$ cat src/rtl/core/gds_pkg.sv
`timescale 1ns / 1ps
package gds_pkg;

  localparam int OUT_WIDTH = 48;
  localparam int NUM_CFG   = 7;
  localparam int CFG_IDX_W = 3;
  localparam int CFG_DATA_W = 16;
  localparam int SIZE_W    = 6;
  localparam int STEP_W    = 16;
  localparam int COEF_W    = 7;
  localparam int TAP_W     = 3;

  localparam logic [CFG_IDX_W-1:0] CFG_SCHEME = 3'd0;
  localparam logic [CFG_IDX_W-1:0] CFG_SIZE_X = 3'd1;
  localparam logic [CFG_IDX_W-1:0] CFG_SIZE_Y = 3'd2;
  localparam logic [CFG_IDX_W-1:0] CFG_SIZE_Z = 3'd3;
  localparam logic [CFG_IDX_W-1:0] CFG_STEP_X = 3'd4;
  localparam logic [CFG_IDX_W-1:0] CFG_STEP_Y = 3'd5;
  localparam logic [CFG_IDX_W-1:0] CFG_STEP_Z = 3'd6;

  localparam logic OP_WRITE = 1'b0;
  localparam logic OP_QUERY = 1'b1;

  typedef enum logic [2:0] {
    ST_IDLE,
    ST_READ,
    ST_SCALE,
    ST_SUM,
    ST_DIV,
    ST_OUT
  } gds_state_t;

  typedef struct packed {
    logic load;
    logic write_en;
    logic rd_issue;
    logic rd_capture;
    logic scale;
    logic sum;
    logic div_start;
    logic finish;
  } gds_cmd_t;

  typedef struct packed {
    logic is_query;
    logic outside;
    logic tap_last;
    logic div_done;
  } gds_sts_t;

  // Coefficient for a stencil row and tap. Rows 0..4 are the five-point
  // rows; rows 5..7 are the three-point rows (low edge, central, high edge).
  function automatic logic signed [COEF_W-1:0] coef(input logic [2:0] row,
                                                    input logic [TAP_W-1:0] tap);
    logic signed [COEF_W-1:0] c;
    c = '0;
    case ({row, tap})
      {3'd0, 3'd0}: c = -7'sd25;
      {3'd0, 3'd1}: c = 7'sd48;
      {3'd0, 3'd2}: c = -7'sd36;
      {3'd0, 3'd3}: c = 7'sd16;
      {3'd0, 3'd4}: c = -7'sd3;
      {3'd1, 3'd0}: c = -7'sd3;
      {3'd1, 3'd1}: c = -7'sd10;
      {3'd1, 3'd2}: c = 7'sd18;
      {3'd1, 3'd3}: c = -7'sd6;
      {3'd1, 3'd4}: c = 7'sd1;
      {3'd2, 3'd0}: c = 7'sd1;
      {3'd2, 3'd1}: c = -7'sd8;
      {3'd2, 3'd3}: c = 7'sd8;
      {3'd2, 3'd4}: c = -7'sd1;
      {3'd3, 3'd0}: c = -7'sd1;
      {3'd3, 3'd1}: c = 7'sd6;
      {3'd3, 3'd2}: c = -7'sd18;
      {3'd3, 3'd3}: c = 7'sd10;
      {3'd3, 3'd4}: c = 7'sd3;
      {3'd4, 3'd0}: c = 7'sd3;
      {3'd4, 3'd1}: c = -7'sd16;
      {3'd4, 3'd2}: c = 7'sd36;
      {3'd4, 3'd3}: c = -7'sd48;
      {3'd4, 3'd4}: c = 7'sd25;
      {3'd5, 3'd0}: c = -7'sd3;
      {3'd5, 3'd1}: c = 7'sd4;
      {3'd5, 3'd2}: c = -7'sd1;
      {3'd6, 3'd0}: c = -7'sd1;
      {3'd6, 3'd2}: c = 7'sd1;
      {3'd7, 3'd0}: c = 7'sd1;
      {3'd7, 3'd1}: c = -7'sd4;
      {3'd7, 3'd2}: c = 7'sd3;
      default: c = '0;
    endcase
    return c;
  endfunction

endpackage

$ cat src/rtl/core/gds_ctrl.sv
`timescale 1ns / 1ps
module gds_ctrl
  import gds_pkg::*;
(
  input  logic     clk,
  input  logic     rst_n,
  input  logic     in_valid,
  output logic     in_stall,
  output logic     out_valid,
  input  logic     out_stall,
  input  gds_sts_t sts,
  output gds_cmd_t cmd
);

  gds_state_t state_r, state_nxt;
  logic       rd_pend_r, rd_pend_nxt;

  always_ff @(posedge clk) begin
    if (!rst_n) begin
      state_r   <= ST_IDLE;
      rd_pend_r <= 1'b0;
    end else begin
      state_r   <= state_nxt;
      rd_pend_r <= rd_pend_nxt;
    end
  end

  always_comb begin
    state_nxt   = state_r;
    rd_pend_nxt = 1'b0;
    cmd         = '0;
    in_stall    = 1'b1;
    out_valid   = 1'b0;
    case (state_r)
      ST_IDLE: begin
        in_stall = 1'b0;
        if (in_valid) begin
          cmd.load  = 1'b1;
          state_nxt = ST_READ;
        end
      end
      ST_READ: begin
        // one tap address per cycle, data lands in the next cycle
        cmd.rd_capture = rd_pend_r;
        if (!sts.is_query) begin
          cmd.write_en = 1'b1;
          state_nxt    = ST_OUT;
          cmd.finish   = 1'b1;
        end else if (sts.outside) begin
          state_nxt  = ST_OUT;
          cmd.finish = 1'b1;
        end else if (rd_pend_r && !cmd.rd_issue && sts.tap_last) begin
          state_nxt = ST_SCALE;
        end else begin
          cmd.rd_issue = 1'b1;
          rd_pend_nxt  = 1'b1;
        end
      end
      ST_SCALE: begin
        cmd.scale = 1'b1;
        state_nxt = ST_SUM;
      end
      ST_SUM: begin
        cmd.sum   = 1'b1;
        state_nxt = ST_DIV;
      end
      ST_DIV: begin
        cmd.div_start = 1'b1;
        if (sts.div_done) begin
          cmd.finish = 1'b1;
          state_nxt  = ST_OUT;
        end
      end
      ST_OUT: begin
        out_valid = 1'b1;
        if (!out_stall) begin
          state_nxt = ST_IDLE;
        end
      end
      default: state_nxt = ST_IDLE;
    endcase
  end

endmodule

$ cat config.mk
export PLATFORM = sky130hd
export DESIGN_NAME = gds_ctrl
export DESIGN_NICKNAME = d
export VERILOG_FILES = /design/src/rtl/core/gds_pkg.sv /design/src/rtl/core/gds_ctrl.sv
export SDC_FILE = /design/constraint.sdc
export NUM_CORES = 1
export LEC_CHECK = 0
export BUFFER_PORTS_ARGS = -buffer_cell sky130_fd_sc_hd__buf_2
export CAP_MARGIN = 20
export CORE_AREA = 5 5 42 44
export CTS_CLUSTER_DIAMETER = 100
export DETAILED_ROUTE_END_ITERATION = 6
export DIE_AREA = 0 0 47 49
export PLACE_DENSITY = 0.48
export SKIP_CTS_REPAIR_TIMING = 1
export SYNTH_ARGS = -nofsm -noshare
export SYNTH_HDL_FRONTEND = slang
export SYNTH_SLANG_ARGS = --single-unit
$ cat constraint.sdc
create_clock -name clk -period 1.7 [get_ports clk]
set_clock_uncertainty 0.2 [all_clocks]
set_input_delay 0.17 -clock clk [delete_from_list [all_inputs] [get_ports clk]]
set_output_delay 0.17 -clock clk [all_outputs]
set_load 0.1 [all_outputs]
# Yosys cells after proc, flatten, opt, wreduce, memory -nomap -nowiden
# Cells that the tools add are included.
# W data, S select, Z words.
# op_classes
n_eq_ne	9
mux	23
reduce_logical	4
# op_table
cell	count
$mux W3	7
$pmux W3 S6	1
$mux W1	14
$eq A3 B2 Y1 const B	2
$eq A3 B3 Y1 const B	2
$ne A2 B2 Y1 const B	3
$ne A4 B4 Y1 const B	1
$reduce_and A4 Y1	1
$eq A3 B1 Y1 const B	1
$logic_not A3 Y1	1
$pmux W1 S2	1
$reduce_and A2 Y1	1
$logic_and A1 B1 Y1	1
# word_totals
regBits	4
in_bits	8
out_inout_bits	10
word_cells	38

# Logic depth before layout (Yosys ltp)
# logic_depth
word_depth	5
depth_mapped	4
ltp_nobuf	3

# Least setup slack after synthesis
# OpenSTA, ideal clock, no wires.
# synth_path
kind	register to register
startpoint	reg state_r[1]
endpoint	reg state_r[1]
setup_time_ns	0.067
arrival_time_ns	2.990
required_ns	1.433
slack_ns	-1.557
path_stages_with_launch	5
n_path_buf	1
synth_period_minus_slack_ns	3.257
cell_sequence	dfxtp_1 > buf_2 > inv_1 > nor3_1 > o21a_1
# synth_between
elab_chain_len	3
word_cells_on_any_way	12
cone_classes	eq/ne: 9; mux: 1; reduce/logical: 2
# synth_lines
element	line_no	rtl
start: declaration	gds_ctrl.sv:15	gds_state_t state_r, state_nxt;
start signal: assignment	gds_ctrl.sv:23	state_r <= state_nxt;
$eq A3 B1 Y1 (tied with other cells)	gds_ctrl.sv:34	case (state_r)
$ne A4 B4 Y1 (no source line) / $ne A2 B2 Y1 (equally long branches)	--	
$reduce_and A4 Y1 (no source line)	--	
# Several ways; a longest one is shown, not always the timed one.
# A chain may end at the register's enable or synchronous reset.

==> impl_metrics.csv <==
group,metric,value,unit
drt,vias,379,
cts,cts_tree,"done",
global_route,antenna_found_initial,0,
floorplan,start_util,0.218,
run,cap_violations,0,
drt,dr.pass1.iters,4,
critical_path,cp-start-kind,"flip-flop",
global_route,grt_usage,0.0915,
timing,rsz0062_at_grt,"yes",
global_route,grt_pass1_vias,358,
floorplan,core-area,1400,sq um
cts,htree_levels,1,
synth,synth-edff-count,0,
placed_design,io_buffers,17,
critical_path,endpoint_kind,"output pin",
drt,drt-wirelength-per-cell,11.7,um
power,irDropWorstVdd,0.000386,V
synth,avgSynthCellArea,8.03,sq um
floorplan,dieWidth,47,um
finish,antenna_cells,0,
floorplan,dieArea,2300,sq um
critical_path,arrival,1310,ps
power,leakagePower,0.287,nW
timing,slew_headroom,0.742,
placed_design,place_congestion,0.740,
synth,syn-num-nets,46,
cts,root_buffer,"clkbuf_4",
global_route,grt_pass1_wl,1540,um
floorplan,io_pins,18,
drt,ant_nets,0,
timing,hold_violations,0,
synth,synth.ff_latch_count,4,
critical_path,crit_chain,"nand2b_4, a2111oi_4, buf_12",
synth,yosysTopAreaCell,"dfxtp_1",
synth,async_flop_share,0,
drt,avgViaCountPerCell,4.62,
drt,drtIter0Drc,1,
critical_path,cp_data_required_time,1330,ps
global_route,grt_max_degree,11,
timing,worst_pin_slew,387,ps
cts,clkSlewWorstSetupHoldPaths,40,ps
timing,period_minus_slack,1680,ps
critical_path,critPathKind,"reg -> out",
timing,max_freq,596,MHz
synth,yosysSeqAreaShare,0.262,
timing,slew_violations,0,
timing,setup_tns,0,ps
placed_design,placed_cell_area,604,sq um
synth,synth_cells,38,
min_path,hp-class,"in -> reg",
finish,stdcell_area,708,sq um
timing,setup_violations,0,
critical_path,worst-path-max-fanout,7,
synth,synth_area,305,sq um
cts,numCtsBuffers,3,
critical_path,slowest_delay,370,ps
cts,cts_sinks,4,
run_status,outcome,"finished, final reports clean",
finish,area_delta_synth_final,132,%
synth,synth_cell_types,24,
power,p_per_area,712,nW/um^2
placed_design,place_hpwl,731,um
synth,yosysWarnings,0,
drt,wl,958,um
synth,ys.flop_type,"dfxtp_1",
critical_path,crit_path_top_delay_cell,"dfxtp_4",
finish,fin_nets,76,
timing,final.period_utilization,0.987,
cts,cts_max_path_buffers,2,
timing,whs,112,ps
synth,synth.area.top_cells,"dfxtp_1, a2111oi_4, nor3_1",
floorplan,die_y,49,um
synth,synth_top_area_frac,0.262,
drt,drcViolationCount,0,
finish,drive_gt1_frac,0.652,
synth,yosys-top-cells-count,"dfxtp_1, inv_1, nor3_1, nor2_1",
global_route,grt.overflow.total,0,
cts,clk_latency,230,ps
floorplan,row_count,14,
==> kinds of logic after synthesis <==
kind of cell / after synthesis / share of synthesized area
mux: 1 / 0.0369
buf+inv: 6 / 0.0820
flops: 4 / 0.262
simple gates: 19 / 0.377
compound gates: 8 / 0.242
==> power breakdown <==
group / switching, mW / leakage [nW] / total, mW / internal (mW)
sequential: 0.0126 / 0.0340 / 0.113 / 0.100
clock: 0.0378 / 0.0138 / 0.117 / 0.0789
combinational: 0.167 / 0.239 / 0.274 / 0.107
total: 0.217 / 0.287 / 0.504 / 0.287
==> per-layer routing <==
layer	part of all wire	global-route usage	wire length, um	vias up
met5	0	0	0	-
met4	0	0.0553	0	0
met3	0.042	0.0258	40	0
met2	0.56	0.140	541	7
met1	0.39	0.108	375	180
li1	-	-	-	192
==> flip-flops by register name (all words and copies together) (netlist names) <==
signal     flops
state_r        3
rd_pend_r      1
==> layout make-up <==
| type | instances | area [sq um] |
|---|---|---|
| fill | 136 | 693 |
| timing repair buffer | 27 | 300 |
| multi-input combinational | 28 | 263 |
| sequential | 4 | 87.6 |
| clock buffer | 3 | 22.5 |
| tap | 16 | 20.0 |
| inverter | 4 | 15.0 |
==> cells in the final DEF, fill, tap and decap left out <==
cell and n:
nand2b_4 1, dlygate4sd3_1 1, nand3b_1 1, nand4b_1 1, nand3_1 1, or2b_1 1, a211oi_1 1, nor3_4 2
mux2_2 1, nand2b_1 1, nor2b_4 1, o21ai_0 2, buf_4 9, nor2_4 1, buf_2 7, nor3_2 1
nand2_1 1, dfxtp_1 2, dfxtp_4 2, and3_2 1, or3_4 1, nor2_1 1, o32ai_1 1, and3_1 1
o211ai_1 1, nor2_2 1, clkbuf_4 4, nor3_1 1, buf_12 9, o21a_1 1, a21oi_4 1, a2111oi_4 1
and2_1 1, inv_1 4
==> worst max-delay path, delay by kind of cell, from the launching register on <==
family                 cells  cell delay, ps
and+or+nand+nor            1             170
buffers and inverters      1             230
DFF                        1             370
AOI/OAI and AO/OA          1             310
==> final timing paths <==
check,start,to,slack [ps],depth (start not counted)
worst max-delay path,state_r[2],cmd[5],20,3
worst min-delay path,sts[1],rd_pend_r,110,3
worst max register to register,state_r[2],state_r[0],230,4
worst min register to register,state_r[0],state_r[0],400,2
==> through the flow <==
stage               power [mW]   util  cells  setup WS [ps]
global placement         0.356  0.431     72            129
floorplan                0.284      -     38           -496
CTS                      0.479  0.447     75           -151
global route             0.531  0.505     82          -45.0
finish                   0.504  0.505     82           22.1
detailed placement       0.358  0.431     72           88.5
Power figures use the tool's default switching activity.
